===== src/hdl/mpp_pkg.sv =====
// ----------------------------------------------------------------------------
// mpp_pkg
// Shared widths, constants and the divider control bundle for the motor
// position PID controller.
// ----------------------------------------------------------------------------
package mpp_pkg;

    // encoder count width of the position inputs
    localparam int POSITION_WIDTH = 32;

    // shared divider: dividend/quotient width, divisor width, step counter
    localparam int DIV_W  = 96;
    localparam int DEN_W  = 20;
    localparam int STEP_W = 6;

    // rate numerator magnitude: |(e - e_prev) * 1e6| < 2^53, kept even for radix 4
    localparam int RATE_MAG_W = 54;

    // two quotient bits per divider step
    localparam logic [STEP_W-1:0] RATE_STEPS = STEP_W'(RATE_MAG_W / 2);
    localparam logic [STEP_W-1:0] INT_STEPS  = STEP_W'(DIV_W / 2);

    localparam logic [DEN_W-1:0] MICROS_PER_SEC = DEN_W'(1000000);

    // one request to the shared divider
    typedef struct packed {
        logic              start;
        logic [STEP_W-1:0] steps;
        logic [DIV_W-1:0]  dividend;
        logic [DEN_W-1:0]  divisor;
    } t_div_ctl;

endpackage


===== src/hdl/mpp_div.sv =====
// ----------------------------------------------------------------------------
// mpp_div
// Iterative unsigned restoring divider, two quotient bits per cycle. The
// dividend is left aligned; after the requested number of steps the low
// bits of the shift register hold the quotient.
// ----------------------------------------------------------------------------
module mpp_div (
    input  logic                       i_clk,
    input  logic                       i_rst_n,
    input  mpp_pkg::t_div_ctl          i_ctl,
    output logic                       o_done,
    output logic [mpp_pkg::DIV_W-1:0]  o_quot
);
    import mpp_pkg::*;

    logic [DIV_W-1:0]  r_num;
    logic [DEN_W-1:0]  r_rem;
    logic [DEN_W-1:0]  r_den;
    logic [STEP_W-1:0] r_cnt;
    logic              r_busy;
    logic              r_done;

    logic [DEN_W:0]    w_t1, w_r1, w_t2, w_r2;
    logic              w_ge1, w_ge2;

    // two chained compare/subtract steps
    always_comb begin
        w_t1  = {r_rem, r_num[DIV_W-1]};
        w_ge1 = (w_t1 >= {1'b0, r_den});
        w_r1  = w_ge1 ? (w_t1 - {1'b0, r_den}) : w_t1;
        w_t2  = {w_r1[DEN_W-1:0], r_num[DIV_W-2]};
        w_ge2 = (w_t2 >= {1'b0, r_den});
        w_r2  = w_ge2 ? (w_t2 - {1'b0, r_den}) : w_t2;
    end

    // step control
    always_ff @(posedge i_clk) begin
        if (!i_rst_n) begin
            r_busy <= 1'b0;
            r_done <= 1'b0;
            r_cnt  <= '0;
        end else begin
            r_done <= 1'b0;
            if (i_ctl.start) begin
                r_busy <= 1'b1;
                r_cnt  <= i_ctl.steps;
            end else if (r_busy) begin
                r_cnt <= r_cnt - STEP_W'(1);
                if (r_cnt == STEP_W'(1)) begin
                    r_busy <= 1'b0;
                    r_done <= 1'b1;
                end
            end
        end
    end

    // partial remainder and quotient shift register
    always_ff @(posedge i_clk) begin
        if (i_ctl.start) begin
            r_num <= i_ctl.dividend;
            r_rem <= '0;
            r_den <= i_ctl.divisor;
        end else if (r_busy) begin
            r_num <= {r_num[DIV_W-3:0], w_ge1, w_ge2};
            r_rem <= w_r2[DEN_W-1:0];
        end
    end

    assign o_done = r_done;
    assign o_quot = r_num;

endmodule


===== config.mk =====
export PLATFORM = sky130hd
export DESIGN_NAME = mpp_div
export DESIGN_NICKNAME = d
export VERILOG_FILES = /design/src/hdl/mpp_pkg.sv /design/src/hdl/mpp_div.sv
export SDC_FILE = /design/constraint.sdc
export NUM_CORES = 1
export LEC_CHECK = 0
export BUFFER_PORTS_ARGS = -buffer_cell sky130_fd_sc_hd__buf_2
export CAP_MARGIN = 20
export CORE_MARGIN = 1.5
export CORE_UTILIZATION = 35
export CTS_BUF_LIST = sky130_fd_sc_hd__clkbuf_4 sky130_fd_sc_hd__clkbuf_8
export CTS_CLUSTER_SIZE = 24
export DETAILED_ROUTE_END_ITERATION = 8
export PLACE_DENSITY = 0.6
export SYNTH_ARGS = -nofsm -noshare
export SYNTH_HDL_FRONTEND = slang
export SYNTH_SLANG_ARGS = --single-unit

===== constraint.sdc =====
create_clock -name i_clk -period 5 [get_ports i_clk]
set_input_delay 0.25 -clock i_clk [delete_from_list [all_inputs] [get_ports i_clk]]
set_output_delay 0.25 -clock i_clk [all_outputs]
set_load 0.05 [all_outputs]

**After elaboration in Yosys (flattened, before gate mapping)**

Index checks and enable logic that the tools add are counted.

- Register bits: 144
- Output and inout bits: 97
- Word-level logic and storage cells: 26

- Eq/ne operators: 1
- Bitwise logic cells: 2
- Reduce and logical (&&, ||, !) cells: 2
- $add $sub $neg: 3
- Muxes and demuxes: 10
- Order comparisons: 2

Operator list:

| cell | number |
|---|---|
| $mux W96 | 2 |
| $ge A21 B20 Y1 | 2 |
| $mux W20 | 2 |
| $sub A20 B20 Y20 | 2 |
| $mux W6 | 2 |
| $eq A6 B1 Y1 const B | 1 |
| $sub A6 B1 Y6 const B | 1 |
| $mux W1 | 4 |
| $reduce_or A3 Y1 | 1 |
| $not A1 Y1 | 2 |
| $reduce_bool A2 Y1 | 1 |

**Depth between registers and ports, before layout**

Gate-level depths: netlist of the first run.

- Depth in word-level cells: 5
- Depth in mapped cells: 24
- Mapped depth without buffers: 21

**Worst setup path after synthesis of the first run**

OpenSTA, ideal clock, no wires.

- Path type: register -> register
- Start point: register r_num[95] (netlist: o_quot[95])
- End point: register r_rem[18]
- Setup slack: 0.397 ns
- Library setup time: 0.086 ns
- Cell stages (with the launch flop): 22
- Data arrival time: 4.518 ns
- Required time: 4.914 ns
- Cell sequence: edfxtp_1 inv_1 ha_1 inv_1 fa_1 a211oi_1 o21a_1 o21bai_1 a21oi_1 nor3_1 a311oi_1 o21ai_0 ha_1 a21o_1 a21o_1 a2111oi_0 o211ai_1 a31o_2 a21oi_1 xnor2_1 mux2i_1 a211oi_1

- Cells in the longest elaborated chain, start to end: 4
- Elaborated cells on any way between the ends: 6
- Those cells by class: add/sub: 2; order compare: 2; mux: 2

Ends and longest elaborated chain:

| item | line | text |
|---|---|---|
| from (decl) | mpp_div.sv:16 | `logic [DIV_W-1:0] r_num;` |
| from (signal assigned) | mpp_div.sv:60 | `r_num <= i_ctl.dividend;` |
| from (signal assigned) | mpp_div.sv:64 | `r_num <= {r_num[DIV_W-3:0], w_ge1, w_ge2};` |
| $sub A20 B20 Y20 or $ge A21 B20 Y1 (tied branches) | mpp_div.sv:30, mpp_div.sv:29 |  |
| $mux W20 (*) | mpp_div.sv:30 | `w_r1 = w_ge1 ? (w_t1 - {1'b0, r_den}) : w_t1;` |
| $sub A20 B20 Y20 or $ge A21 B20 Y1 (tied branches) | mpp_div.sv:33, mpp_div.sv:32 |  |
| $mux W20 (*) | mpp_div.sv:33 | `w_r2 = w_ge2 ? (w_t2 - {1'b0, r_den}) : w_t2;` |
| to (signal assigned) | mpp_div.sv:65 | `r_rem <= w_r2[DEN_W-1:0];` |
| to (decl) | mpp_div.sv:17 | `logic [DEN_W-1:0] r_rem;` |

Every way passes the cells marked *; elsewhere a longest branch is shown, timed or not.
A chain may end at the register's enable or synchronous reset.

**Final worst setup path of the first run**

- Start point: register r_num[95] (netlist: o_quot[95])
- End point: register r_num[0] (netlist: o_quot[0]) (data pin)

- Cells in the longest elaborated chain, start to end: 5
- Elaborated cells on any way between the ends: 6
- Those cells by class: add/sub: 1; order compare: 2; mux: 3

Ends and longest elaborated chain:

| item | line | text |
|---|---|---|
| $sub A20 B20 Y20 or $ge A21 B20 Y1 (tied branches) | mpp_div.sv:30, mpp_div.sv:29 |  |
| $mux W20 (*) | mpp_div.sv:30 |  |
| $ge A21 B20 Y1 (*) | mpp_div.sv:32 | `w_ge2 = (w_t2 >= {1'b0, r_den});` |
| $mux W96 (*) | mpp_div.sv:63 | `end else if (r_busy) begin` |
| $mux W96 (*) | mpp_div.sv:59 | `if (i_ctl.start) begin` |

Every way passes the cells marked *; elsewhere a longest branch is shown, timed or not. The select of a mux whose other input is x is not followed.

==> results of run 1 <==
## final timing paths
path | from | end | slack (ps) | depth (start not counted)
min reg2reg | r_rem[5]$_SDFFE_PP0P_ | r_rem[5]$_SDFFE_PP0P_ | 510 | 2
max | o_quot[95]$_DFFE_PP_ | o_quot[0]$_DFFE_PP_ | 270 | 19
max reg2reg | o_quot[95]$_DFFE_PP_ | o_quot[0]$_DFFE_PP_ | 270 | 19
min | i_ctl[117] | r_cnt[1]$_SDFFE_PN0P_ | 70 | 3
## worst max-delay path, cell delays in order, from the launching register on
cell and delay [ps]:
sky130_fd_sc_hd__edfxtp_1 390, sky130_fd_sc_hd__inv_1 80, sky130_fd_sc_hd__ha_1 160, sky130_fd_sc_hd__inv_1 50, sky130_fd_sc_hd__fa_1 440, sky130_fd_sc_hd__a211oi_2 280, sky130_fd_sc_hd__o21a_1 210, sky130_fd_sc_hd__nor3_1 80
sky130_fd_sc_hd__o211ai_1 190, sky130_fd_sc_hd__nand2_1 120, sky130_fd_sc_hd__xor2_1 160, sky130_fd_sc_hd__mux2_1 330, sky130_fd_sc_hd__ha_2 320, sky130_fd_sc_hd__or2_2 310, sky130_fd_sc_hd__a21oi_2 200, sky130_fd_sc_hd__nor3b_1 80
sky130_fd_sc_hd__o32ai_2 400, sky130_fd_sc_hd__o211ai_4 230, sky130_fd_sc_hd__buf_4 200, sky130_fd_sc_hd__mux2_2 270
## per-layer routing
layer | share of wire | vias to the layer above
met5 | 0.0023 | -
met4 | 0.017 | 8
met3 | 0.075 | 33
met2 | 0.49 | 189
met1 | 0.42 | 3048
li1 | - | 3196
## sequential cells by signal, indices dropped and copies added (netlist names)
register	cells
r_den	20
r_cnt	6
o_done	1
r_busy	1
o_quot	96
r_rem	20
## logic make-up after synthesis
logic type	Yosys count
simple gates	168
compound gates	137
mux	124
flops	144
buf+inv	62
xor+xnor	34
fa+ha+maj	44
## where the power goes
group          switching [mW]  internal, mW
sequential             0.0844          1.46
combinational            1.31         0.942
clock                   0.562         0.368
total                    1.96          2.77
## synth_stat cells (11+ instances only)
cell / number
sky130_fd_sc_hd__nor3_1: 16
sky130_fd_sc_hd__xnor2_1: 23
sky130_fd_sc_hd__xor2_1: 11
sky130_fd_sc_hd__a21o_1: 16
sky130_fd_sc_hd__nand3_1: 19
sky130_fd_sc_hd__a211oi_1: 25
sky130_fd_sc_hd__inv_1: 31
sky130_fd_sc_hd__nor2_1: 42
sky130_fd_sc_hd__dfxtp_1: 28
sky130_fd_sc_hd__nand2_1: 34
sky130_fd_sc_hd__ha_1: 42
sky130_fd_sc_hd__mux2i_1: 17
sky130_fd_sc_hd__clkbuf_1: 18
sky130_fd_sc_hd__mux2_2: 104
sky130_fd_sc_hd__o21ai_0: 18
sky130_fd_sc_hd__edfxtp_1: 116
sky130_fd_sc_hd__a21oi_1: 40
## layout make-up
class / instances / area, sq um / area share
inverters: 31 / 116 / 0.0109
multi-input cells: 507 / 4170 / 0.392
clock inverters: 15 / 145 / 0.0136
repair buffers: 268 / 1530 / 0.144
diodes: 4 / 10.0 / 0.000940
clock buffers: 17 / 234 / 0.0220
flip-flops and latches: 144 / 4040 / 0.380
well taps: 319 / 399 / 0.0375
## metrics by stage
step	total power [mW]	area (sq um)	setup TNS [ps]	hold slack, ps	utilization
global route	5.00	10600	-2.46	63.0	0.453
CTS	4.67	10500	0	37.1	0.446
global placement	3.67	9840	0	428	0.419
floorplan	3.18	8360	0	349	-
detailed placement	3.67	9840	-312	429	0.419
finish	4.72	10600	0	70.0	0.453
## cell usage in the layout, fill, tap and decap left out, drive strengths merged, types with 9 or more instances in the layout
| cell type | netlist | layout |
|---|---|---|
| o21ai | 23 | 23 |
| xnor2 | 23 | 23 |
| nand3 | 20 | 20 |
| xor2 | 11 | 11 |
| inv | 31 | 39 |
| and2 | 9 | 9 |
| ha | 42 | 42 |
| dfxtp | 28 | 28 |
| a21oi | 40 | 40 |
| nor3 | 17 | 17 |
| a211oi | 25 | 25 |
| buf | 13 | 248 |
| a21o | 16 | 16 |
| dlygate4sd3 | 0 | 20 |
| clkbuf | 18 | 17 |
| nor2 | 42 | 42 |
| mux2 | 107 | 107 |
| nand2 | 35 | 35 |
| edfxtp | 116 | 116 |
| mux2i | 17 | 17 |
## timing repair
item | CTS | global route
setup endpoints to repair | 13 | 21
buffers inserted | 7 | 5
resized for setup | 0 | 27
hold buffers | 20 | 0
endpoints found under the hold margin | 20 | 0
pin swaps | 2 | 7
==> summary.log, run 1 <==
INFO  run_status     run_status=finished, final reports clean
INFO  timing         worst_slew_pin_slew=987ps
INFO  routing        detail-route-antenna-nets=0
INFO  global_routing grt_use_met2=0.310
INFO  cts            clk_pin_slew_worst_setup_hold_paths=100ps
INFO  yosys          yosysTopAreaCell=sky130_fd_sc_hd__edfxtp_1
INFO  placement      dpl_worst_slack=-57.2ps
INFO  timing         max-slew-margin-rel=0.342
INFO  floorplanning  initial_utilization=0.356
INFO  placement      hpwl=16,600um
INFO  yosys          synthesis.area=8360squm
INFO  cts            cts_tree=yes
INFO  placement      gpl.final_weighted_congestion=0.857
INFO  global_routing global_route.peak_usage_layer=met2
INFO  timing         post-route-min-period=4730ps
INFO  yosys          post_synth_fa_ha_maj_area_fraction=0.0676
INFO  timing         clock-skew-final=18.8ps
INFO  cts            root_buffer=sky130_fd_sc_hd__clkbuf_8
INFO  yosys          netlist_instances=713
INFO  floorplanning  floorplan.die_area=24,800squm
INFO  yosys          yosysUniqueCellTypes=61
INFO  yosys          cell_types_with_the_largest_area_share_after_synthesis=sky130_fd_sc_hd__edfxtp_1 (42%), sky130_fd_sc_hd__mux2_2 (14%), sky130_fd_sc_hd__dfxtp_1 (6.7%), sky130_fd_sc_hd__ha_1 (6.3%), sky130_fd_sc_hd__xnor2_1 (2.4%)
INFO  finish         final_cell_count_without_fillers=1,305
INFO  routing        route.final.wire_length=22,700um
INFO  routing        drt-vias-per-instance=4.96
INFO  setup_path     critPathMaxFanout=7
INFO  global_routing first_global_vias=6,607
INFO  yosys          synthFlopType=sky130_fd_sc_hd__edfxtp_1
INFO  yosys          post_synth_and_or_nand_nor_area_fraction=0.103
INFO  timing         maxSlewViolCount=0
INFO  cts            ctsLongestPathBuffers=2
INFO  setup_path     crit_arrival=4950ps
INFO  power          power.density_cell_area=444nW/um^2
INFO  cts            cts_num_sinks=144
INFO  yosys          mappedNetlistNets=882
INFO  floorplanning  pin_count=222
INFO  yosys          ys_ff_latch=144
INFO  placement      placement.io_buffers=221
INFO  floorplanning  rows=56
INFO  yosys          synth-seq-area-share=0.484
INFO  global_routing use_met1=0.225
INFO  setup_path     classification_of_the_worst_setup_path=flop to flop
INFO  hold_path      hp-class=primary input to flop
INFO  yosys          synthDominantCellAreaShare=0.417
INFO  setup_path     worst_setup_start_kind=flop
INFO  cts            number_of_buffers_created_by_cts=17
INFO  yosys          synthMuxAreaShare=0.164
INFO  power          irDropWorstVdd=0.168mV
INFO  yosys          synth-xor-area-share=0.0356
INFO  floorplanning  die_extent_in_x=158um
INFO  timing         fmax_achieved=0.211GHz
INFO  global_routing use_met3=0.0610
INFO  routing        vias=6,474
INFO  yosys          asyncSetResetFlopFracSynth=0
INFO  global_routing antenna_found_initial=7
INFO  global_routing global_route_wire_length_before_repair=35,100um
INFO  routing        drt_iter0_drc=331
INFO  global_routing grt_remaining_overflow=0
INFO  finish         area.growth.synth_to_final=27.3%
INFO  yosys          yosys_warnings=0
INFO  routing        remaining_drc_errors=0
INFO  run            timing.max_cap.violations=0
INFO  cts            clock_insertion_delay_worst_skew=460ps
INFO  finish         design.final.nets=1,138
INFO  setup_path     worst_ep_required_time=5220ps
INFO  yosys          synth_compound_area_frac=0.112
INFO  routing        avgRoutedWirePerCell=17.4um
INFO  yosys          synth_top_family_by_area=multiplexers
INFO  timing         hold_violations=0
INFO  yosys          synth_edf_count=116
INFO  finish         nFillCells=2,255
INFO  power          power.static_leakage=4.46nW
INFO  floorplanning  core-area=23,500squm
INFO  cts            htreeDepth=4
INFO  finish         share_of_final_layout_standard_cells_stronger_than_drive_strength_1=0.427
INFO  placement      numPlacedInstances=1,237
INFO  timing         layout_worst_path_cycle_share=0.947
INFO  setup_path     critPathCaptureType=flop
INFO  routing        firstDrtPassIters=4
INFO  timing         setup_violations=0
INFO  global_routing grt_start_max_net_pins=91
INFO  floorplanning  floorplan_die_height=158um
INFO  timing         final_critical_path_setup_slack=265ps
INFO  yosys          syn-mean-instance-area=11.7squm
INFO  global_routing grt_util_all_layers=0.185
Note: power is estimated with default switching activity, not from simulation.
==> run 2, diff against run 1 <==
Settings changed: ABC_AREA set to 1, PLACE_DENSITY 0.6 to 0.59.
==> run 2 against run 1 <==
Compared with the run above:
- maximum frequency is 10% higher
- final area is 4.1% higher
- synthesized cell count is 70% higher
- sequential share of layout area is 1.5 points lower
- sequential power is 3% higher
- setup slack better by 440 ps
- area after synthesis is 8.1% higher
- clock power is 13% higher
- largest power group unchanged
- highest routed layer unchanged
==> summary.log, run 2 <==
INFO  hold_path      timing.hold.worst_endpoint=o_quot[64]$_DFFE_PP_ [was r_cnt[1]$_SDFFE_PN0P_]
INFO  setup_path     r2r_end=r_rem[18]$_SDFFE_PP0P_ [was o_quot[0]$_DFFE_PP_]
INFO  run_status     run_status=finished, final reports clean [unchanged]
INFO  placement      hpwl=21,200um [was 16,600 um]
INFO  global_routing grt_start_max_net_pins=74 [was 91]
INFO  timing         grt_setup_unrepaired=false
INFO  finish         area.growth.synth_to_final=22.6% [was 27.3%]
INFO  placement      placement.io_buffers=221 [unchanged]
INFO  cts            htreeDepth=4 [unchanged]
INFO  yosys          synth-seq-area-share=0.447 [was 0.484]
INFO  timing         maxSlewViolCount=0 [unchanged]
INFO  global_routing global_route_wire_length_before_repair=42,800um [was 35,100 um]
INFO  hold_path      hp-class=primary input to flop [unchanged]
INFO  routing        drt_iter0_drc=508 [was 331]
INFO  floorplanning  die_extent_in_x=164um [was 158 um]
INFO  finish         design.final.nets=1,613 [was 1,138]
INFO  floorplanning  core-area=25,300squm [was 23,500 sq um]
INFO  yosys          synthFlopType=sky130_fd_sc_hd__edfxtp_1 [unchanged]
INFO  finish         largest_register_ffs=96 [unchanged]
INFO  yosys          netlist_instances=1,214 [was 713]
INFO  routing        detail-route-antenna-nets=0 [unchanged]
INFO  global_routing grt_remaining_overflow=0 [unchanged]
INFO  yosys          syn-mean-instance-area=7.44squm [was 11.7 sq um]
INFO  timing         clock-skew-final=10.9ps [was 18.8 ps]
INFO  cts            clk_pin_slew_worst_setup_hold_paths=90ps [was 100 ps]
INFO  setup_path     critPathCaptureType=flop [unchanged]
INFO  finish         final_cell_mix=sky130_fd_sc_hd__nand2_1 (570), sky130_fd_sc_hd__buf_2 (220), sky130_fd_sc_hd__inv_1 (155) [was sky130_fd_sc_hd__buf_2 (220), sky130_fd_sc_hd__edfxtp_1 (116), sky130_fd_sc_hd__mux2_2 (104)]
INFO  power          power.density_cell_area=532nW/um^2 [was 444 nW/um^2]
INFO  routing        remaining_drc_errors=0 [unchanged]
INFO  setup_path     worst-r2r-setup-slack=710ps [was 270 ps]
INFO  timing         hold_violations=0 [unchanged]
INFO  cts            root_buffer=sky130_fd_sc_hd__clkbuf_8 [unchanged]
INFO  timing         fmax_achieved=0.233GHz [was 0.211 GHz]
INFO  hold_path      hold_path_depth=3 [unchanged]
INFO  hold_path      holdCritStartpoint=i_ctl[84] [was i_ctl[117]]
INFO  timing         layout_worst_path_cycle_share=0.858 [was 0.947]
INFO  floorplanning  floorplan_die_height=164um [was 158 um]
INFO  floorplanning  pin_count=222 [unchanged]
INFO  finish         layout.cells.most_common=sky130_fd_sc_hd__nand2_1 [was sky130_fd_sc_hd__buf_2]
INFO  setup_path     worst_setup_start_kind=flop [unchanged]
INFO  power          irDropWorstVdd=0.264mV [was 0.168 mV]
INFO  global_routing first_global_vias=8,221 [was 6,607]
INFO  floorplanning  initial_utilization=0.358 [was 0.356]
INFO  cts            ctsLongestPathBuffers=2 [unchanged]
INFO  yosys          cell_types_with_the_largest_area_share_after_synthesis=sky130_fd_sc_hd__edfxtp_1 (39%), sky130_fd_sc_hd__nand2_1 (24%), sky130_fd_sc_hd__inv_1 (6.5%), sky130_fd_sc_hd__dfxtp_1 (6.2%), sky130_fd_sc_hd__ha_1 (5.8%) [was sky130_fd_sc_hd__edfxtp_1 (42%), sky130_fd_sc_hd__mux2_2 (14%), sky130_fd_sc_hd__dfxtp_1 (6.7%), sky130_fd_sc_hd__ha_1 (6.3%), sky130_fd_sc_hd__xnor2_1 (2.4%)]
INFO  yosys          synth_edf_count=116 [unchanged]
INFO  power          power.static_leakage=5.92nW [was 4.46 nW]
INFO  global_routing grt_util_all_layers=0.207 [was 0.185]
INFO  yosys          mappedNetlistNets=1,383 [was 882]
INFO  setup_path     timing.rr.start=r_den[8]$_DFFE_PP_ [was o_quot[95]$_DFFE_PP_]
INFO  timing         final_critical_path_setup_slack=708ps [was 265 ps]
INFO  finish         share_of_final_layout_standard_cells_stronger_than_drive_strength_1=0.198 [was 0.427]
INFO  yosys          yosys_warnings=0 [unchanged]
INFO  routing        avgRoutedWirePerCell=15.4um [was 17.4 um]
INFO  yosys          yosysTopAreaCell=sky130_fd_sc_hd__edfxtp_1 [unchanged]
INFO  cts            cts_tree=yes [unchanged]
INFO  cts            cts_num_sinks=144 [unchanged]
INFO  timing         max-slew-margin-rel=0.381 [was 0.342]
INFO  yosys          synth_cell_count_leaders=sky130_fd_sc_hd__nand2_1 (570), sky130_fd_sc_hd__inv_1 (156), sky130_fd_sc_hd__edfxtp_1 (116) [was sky130_fd_sc_hd__edfxtp_1 (116), sky130_fd_sc_hd__mux2_2 (104), sky130_fd_sc_hd__ha_1 (42), sky130_fd_sc_hd__nor2_1 (42), sky130_fd_sc_hd__a21oi_1 (40)]
INFO  cts            clock_insertion_delay_worst_skew=450ps [was 460 ps]
INFO  setup_path     classification_of_the_worst_setup_path=flop to flop [unchanged]
INFO  routing        firstDrtPassIters=5 [was 4]
INFO  finish         area.sequential=4040squm [unchanged]
INFO  timing         setup_violations=0 [unchanged]
INFO  yosys          ys_ff_latch=144 [unchanged]
INFO  setup_path     critPathMaxFanout=24 [was 7]
INFO  timing         worst_slew_pin_slew=928ps [was 987 ps]
INFO  yosys          asyncSetResetFlopFracSynth=0 [unchanged]
INFO  routing        vias=8,464 [was 6,474]
INFO  timing         post-route-min-period=4290ps [was 4730 ps]
INFO  yosys          synthDominantCellAreaShare=0.385 [was 0.417]
INFO  yosys          yosysMostFrequentCell=sky130_fd_sc_hd__nand2_1 [was sky130_fd_sc_hd__edfxtp_1]
INFO  finish         nFillCells=2,659 [was 2,255]
INFO  routing        route.final.wire_length=27,500um [was 22,700 um]
INFO  run            timing.max_cap.violations=0 [unchanged]
INFO  cts            postCtsSetupBuffers=0 [was 7]
INFO  setup_path     crit_arrival=4640ps [was 4950 ps]
INFO  global_routing antenna_found_initial=7 [unchanged]
INFO  yosys          synthesis.area=9040squm [was 8360 sq um]
INFO  floorplanning  floorplan.die_area=26,800squm [was 24,800 sq um]
INFO  yosys          yosysUniqueCellTypes=39 [was 61]
INFO  setup_path     worstRegToRegCells=24 [was 19]
INFO  finish         multi_input_area=4210squm [was 4170 sq um]
INFO  timing         final.hold.worst_slack=55.4ps [was 70.0 ps]
INFO  routing        drt-vias-per-instance=4.73 [was 4.96]
INFO  floorplanning  rows=58 [was 56]
INFO  timing         setup_tns=0ps [unchanged]
INFO  placement      dpl_worst_slack=785ps [was -57.2 ps]
INFO  cts            number_of_buffers_created_by_cts=17 [unchanged]
INFO  placement      gpl.final_weighted_congestion=0.933 [was 0.857]
INFO  setup_path     worst_ep_required_time=5340ps [was 5220 ps]
## run 2: cell types whose count changed after synthesis, moves of 7 or more
cell	delta
sky130_fd_sc_hd__and2_1	-8
sky130_fd_sc_hd__nor3_1	-11
sky130_fd_sc_hd__inv_1	+125
sky130_fd_sc_hd__mux2i_1	-17
sky130_fd_sc_hd__nand4_1	+21
sky130_fd_sc_hd__a21oi_1	-13
sky130_fd_sc_hd__nand2_1	+536
sky130_fd_sc_hd__a211oi_1	-25
sky130_fd_sc_hd__and3_1	-7
sky130_fd_sc_hd__a21o_1	-16
sky130_fd_sc_hd__nor2b_1	-7
sky130_fd_sc_hd__nand3_1	+51
sky130_fd_sc_hd__mux2_2	-104
## run 2: routing by layer
layer | routed length (um) | global-route usage | vias up
met5 | 53 | 0 | -
met4 | 538 | 0.0686 | 10
met3 | 1840 | 0.0583 | 44
met2 | 13000 | 0.338 | 242
met1 | 12000 | 0.262 | 3861
li1 | - | - | 4307
## run 2: through the flow
step	utilization	cell area, sq um	power, mW	instances
final	0.439	11100	5.89	1788
after detailed placement	0.413	10400	4.83	1734
after global placement	0.413	10400	4.86	1734
after global routing	0.439	11100	6.36	1787
after CTS	0.439	11100	5.91	1787
after floorplan	-	9040	4.10	1214
## run 2: layout make-up
| type | count | share of cell area |
|---|---|---|
| sequential | 144 | 0.365 |
| multi-input combinational | 872 | 0.380 |
| inverter | 161 | 0.0549 |
| clock inverter | 15 | 0.0186 |
| antenna | 1 | 0.000226 |
| timing repair buffer | 248 | 0.123 |
| clock buffer | 17 | 0.0211 |
| tap | 330 | 0.0373 |
## run 2: kinds of logic after synthesis
family          after synthesis  synth area share
xor+xnor                     22            0.0213
flops                       144             0.447
compound gates               56            0.0352
simple gates                750             0.347
fa+ha+maj                    44            0.0626
buf+inv                     198            0.0865
## run 2: worst max-delay path, stage by stage (launching register included)
cell and delay (ps):
sky130_fd_sc_hd__edfxtp_1 360, sky130_fd_sc_hd__inv_1 140, sky130_fd_sc_hd__ha_1 330, sky130_fd_sc_hd__nand2_1 100, sky130_fd_sc_hd__nand2_1 100, sky130_fd_sc_hd__inv_1 70
sky130_fd_sc_hd__nand2_1 70, sky130_fd_sc_hd__a21oi_1 150, sky130_fd_sc_hd__nand2_2 100, sky130_fd_sc_hd__nand2_4 180, sky130_fd_sc_hd__nand2_4 220, sky130_fd_sc_hd__or2_2 330
sky130_fd_sc_hd__nand2_1 100, sky130_fd_sc_hd__inv_1 60, sky130_fd_sc_hd__ha_1 360, sky130_fd_sc_hd__a21oi_1 230, sky130_fd_sc_hd__nand2_1 90, sky130_fd_sc_hd__a21oi_1 140
sky130_fd_sc_hd__nand3_2 130, sky130_fd_sc_hd__nand2_1 130, sky130_fd_sc_hd__nand2_1 120, sky130_fd_sc_hd__a21oi_2 350, sky130_fd_sc_hd__nand3_1 130, sky130_fd_sc_hd__nand3_1 100
sky130_fd_sc_hd__nand2_1 60
## run 2: how the worst max path moves through the flow
stage	end	start	cells past startpoint	slack (ps)
after global routing	r_rem[16]$_SDFFE_PP0P_	r_den[8]$_DFFE_PP_	27	310
after CTS	r_rem[18]$_SDFFE_PP0P_	r_den[8]$_DFFE_PP_	24	780
after detailed placement	o_quot[0]$_DFFE_PP_	r_den[8]$_DFFE_PP_	22	790
final	r_rem[18]$_SDFFE_PP0P_	r_den[8]$_DFFE_PP_	24	710
after floorplan	r_rem[15]$_SDFFE_PP0P_	o_quot[95]$_DFFE_PP_	29	1430
after global placement	r_rem[19]$_SDFFE_PP0P_	r_den[15]$_DFFE_PP_	25	800
## run 2: repair_timing
action | in CTS | in global routing
resized for setup | 0 | 0
hold endpoints to repair | 21 | 0
hold buffers | 21 | 0
## run 2: report_power, final
group | switching [mW] | internal (mW) | leakage, nW
Sequential | 0.109 | 1.48 | 1.41
Clock | 0.494 | 0.552 | 0.225
Combinational | 2.19 | 1.07 | 4.29
Total | 2.79 | 3.10 | 5.92
==> run 3, diff against run 2 <==
Settings changed: CORE_ASPECT_RATIO set to 0.9.
==> run 3 against run 2 <==
Compared with the run above:
- maximum frequency decreased by 0.27%
- die area hardly changed
- clock power decreased by 6%
- combinational power about the same
- worst hold slack got worse by 31 ps
- clock skew is 9.8 ps higher
- register-to-register slack hardly changed
- highest routed layer unchanged
==> summary.log, run 3 (synthesis gave the netlist of run 2 again) <==
INFO  global_routing grt_util_all_layers=0.214 [was 0.207]
INFO  finish         largest_register_ffs=96 [unchanged]
INFO  finish         nFillCells=2,612 [was 2,659]
INFO  setup_path     crit_path_cell_trace=inv_1, ha_1, nand2_1, nor2_2, nand2_1, nand3_2, nand2_1, nand2_2, nand2_4, nand2_4, or2_2, nand2_1, inv_1, ha_1, a21oi_1, nand2_1, a21oi_1, nand3_2, nand2_1, nand2_1, a21oi_2, a31oi_1 [was inv_1, ha_1, nand2_1, nand2_1, inv_1, nand2_1, a21oi_1, nand2_2, nand2_4, nand2_4, or2_2, nand2_1, inv_1, ha_1, a21oi_1, nand2_1, a21oi_1, nand3_2, nand2_1, nand2_1, a21oi_2, nand3_1, nand3_1, nand2_1]
INFO  timing         post-route-min-period=4300ps [was 4290 ps]
INFO  power          power.share.sequential=0.271 [was 0.270]
INFO  timing         clock-skew-final=20.6ps [was 10.9 ps]
INFO  timing         grt_setup_unrepaired=false [unchanged]
INFO  power          p_int=3.05mW [was 3.10 mW]
INFO  floorplanning  initial_utilization=0.358 [about the same]
INFO  cts            cts_num_sinks=144 [unchanged]
INFO  global_routing grt_remaining_overflow=0 [unchanged]
INFO  routing        drt-vias-per-instance=4.73 [about the same]
INFO  cts            htreeDepth=4 [unchanged]
INFO  timing         worst_slew_pin_slew=1000ps [was 928 ps]
INFO  hold_path      hp-class=primary input to flop [unchanged]
INFO  global_routing grt_start_max_net_pins=98 [was 74]
INFO  global_routing first_global_vias=8,298 [was 8,221]
INFO  timing         hold_violations=0 [unchanged]
INFO  setup_path     classification_of_the_worst_setup_path=flop to flop [unchanged]
INFO  finish         diodes=0 [was 1]
INFO  finish         area.growth.synth_to_final=22.6% [about the same]
INFO  finish         layout.cells.most_common=sky130_fd_sc_hd__nand2_1 [unchanged]
INFO  power          irDropWorstVdd=0.261mV [was 0.264 mV]
INFO  timing         setup_violations=0 [unchanged]
INFO  cts            cts_tree=yes [unchanged]
INFO  setup_path     crit_arrival=4460ps [was 4640 ps]
INFO  global_routing antenna_found_initial=4 [was 7]
INFO  cts            hold_buffers=20 [was 21]
INFO  power          power.static_leakage=5.90nW [was 5.92 nW]
INFO  setup_path     critPathTopFamily=simple AND/OR/NAND/NOR gates [unchanged]
INFO  floorplanning  floorplan_die_height=155um [was 164 um]
INFO  cts            ctsLongestPathBuffers=2 [unchanged]
INFO  cts            root_buffer=sky130_fd_sc_hd__clkbuf_8 [unchanged]
INFO  setup_path     crit_buf_inv=2 [was 3]
INFO  cts            post_cts_resize_count=0 [unchanged]
INFO  placement      hpwl=21,500um [was 21,200 um]
INFO  routing        avgRoutedWirePerCell=15.4um [about the same]
INFO  finish         design.final.nets=1,614 [was 1,613]
INFO  cts            clock_insertion_delay_worst_skew=460ps [was 450 ps]
INFO  routing        remaining_drc_errors=0 [unchanged]
INFO  power          netSwitchingPower=2.81mW [was 2.79 mW]
INFO  timing         layout_worst_path_cycle_share=0.861 [was 0.858]
INFO  timing         final_critical_path_setup_slack=696ps [was 708 ps]
INFO  placement      dpl_worst_slack=752ps [was 785 ps]
INFO  cts            clk_pin_slew_worst_setup_hold_paths=80ps [was 90 ps]
INFO  placement      placement.io_buffers=221 [unchanged]
INFO  setup_path     critPathCaptureType=flop [unchanged]
INFO  cts            number_of_buffers_created_by_cts=17 [unchanged]
INFO  run_status     run_status=finished, final reports clean [unchanged]
INFO  finish         layout.core_utilization=0.439 [about the same]
INFO  timing         setup_tns=0ps [unchanged]
INFO  power          power_frac_clock=0.168 [was 0.178]
INFO  setup_path     critPathMaxFanout=24 [unchanged]
INFO  setup_path     timing.critical_path.slowest_stage_cell=sky130_fd_sc_hd__edfxtp_1 [unchanged]
INFO  timing         fmax_achieved=0.232GHz [was 0.233 GHz]
INFO  timing         maxSlewViolCount=0 [unchanged]
INFO  setup_path     worst_ep_required_time=5160ps [was 5340 ps]
INFO  cts            postCtsSetupBuffers=0 [unchanged]
INFO  global_routing global_route_wire_length_before_repair=44,000um [was 42,800 um]
INFO  setup_path     cp_common_cell=sky130_fd_sc_hd__nand2_1 [unchanged]
INFO  setup_path     worst_setup_start_kind=flop [unchanged]
INFO  finish         share_of_final_layout_standard_cells_stronger_than_drive_strength_1=0.199 [was 0.198]
INFO  placement      gpl.final_weighted_congestion=0.886 [was 0.933]
INFO  power          total_power=5.87mW [was 5.89 mW]
INFO  power          power.switching_fraction=0.480 [was 0.474]
INFO  routing        route.final.wire_length=27,700um [was 27,500 um]
INFO  routing        detail-route-antenna-nets=0 [unchanged]
INFO  power          power.density_cell_area=530nW/um^2 [was 532 nW/um^2]
INFO  routing        firstDrtPassIters=5 [unchanged]
INFO  power          power_frac_comb=0.561 [was 0.553]
INFO  routing        drt_iter0_drc=605 [was 508]
INFO  run            timing.max_cap.violations=0 [unchanged]
INFO  setup_path     crit_path_max_incr_delay=380ps [was 360 ps]
INFO  floorplanning  floorplan.die_area=26,800squm [about the same]
INFO  routing        vias=8,512 [was 8,464]
INFO  floorplanning  core-area=25,300squm [about the same]
INFO  finish         final_cell_mix=sky130_fd_sc_hd__nand2_1 (570), sky130_fd_sc_hd__buf_2 (220), sky130_fd_sc_hd__inv_1 (155) [unchanged]
INFO  floorplanning  rows=55 [was 58]
INFO  floorplanning  die_extent_in_x=172um [was 164 um]
INFO  timing         max-slew-margin-rel=0.332 [was 0.381]
INFO  floorplanning  pin_count=222 [unchanged]
-- run 3: worst paths after layout --
kind	cells past startpoint	to	slack, ps	start
worst max-delay path	22	o_quot[0]$_DFFE_PP_	700	r_den[1]$_DFFE_PP_
worst min register to register	2	r_rem[6]$_SDFFE_PP0P_	480	r_rem[6]$_SDFFE_PP0P_
worst max register to register	22	o_quot[0]$_DFFE_PP_	700	r_den[1]$_DFFE_PP_
worst min-delay path	3	r_cnt[0]$_SDFFE_PN0P_	20	i_rst_n
-- run 3: per-layer routing --
| layer | wire [um] | global-route usage |
|---|---|---|
| met1 | 12400 | 0.286 |
| met4 | 622 | 0.0708 |
| met5 | 51 | 0 |
| met2 | 12600 | 0.335 |
| met3 | 1960 | 0.0547 |
-- run 3: power groups by stage --
| stage | combinational, mW | clock (mW) | sequential [mW] |
|---|---|---|---|
| 3_5_place_dp | 3.23 | 0 | 1.61 |
| 6_report | 3.29 | 0.984 | 1.59 |
| 5_1_grt | 3.67 | 1.05 | 1.61 |
| 3_3_place_gp | 3.26 | 0 | 1.61 |
| 2_1_floorplan | 2.21 | 0 | 1.89 |
| 4_1_cts | 3.26 | 1.00 | 1.59 |
-- run 3: tightest hold or removal path: stages --
cell and delay (ps):
sky130_fd_sc_hd__buf_2 110, sky130_fd_sc_hd__nand2_1 50, sky130_fd_sc_hd__inv_1 40
-- run 3: metrics by stage --
step / cells / area, sq um / hold WS [ps]
final: 1800 / 11100 / 24.7
after global routing: 1800 / 11100 / 24.7
after CTS: 1800 / 11100 / 1.79
after detailed placement: 1748 / 10500 / 428
after global placement: 1748 / 10500 / 427
after floorplan: 1214 / 9040 / 348
-- run 3: final cells by class --
cell class              count  area [sq um]  share of cell area
multi-input cells         872          4210               0.380
clock inverters            15           180              0.0163
repair buffers            249          1370               0.124
clock buffers              17           234              0.0211
well taps                 342           428              0.0386
flip-flops and latches    144          4040               0.365
inverters                 161           609              0.0550
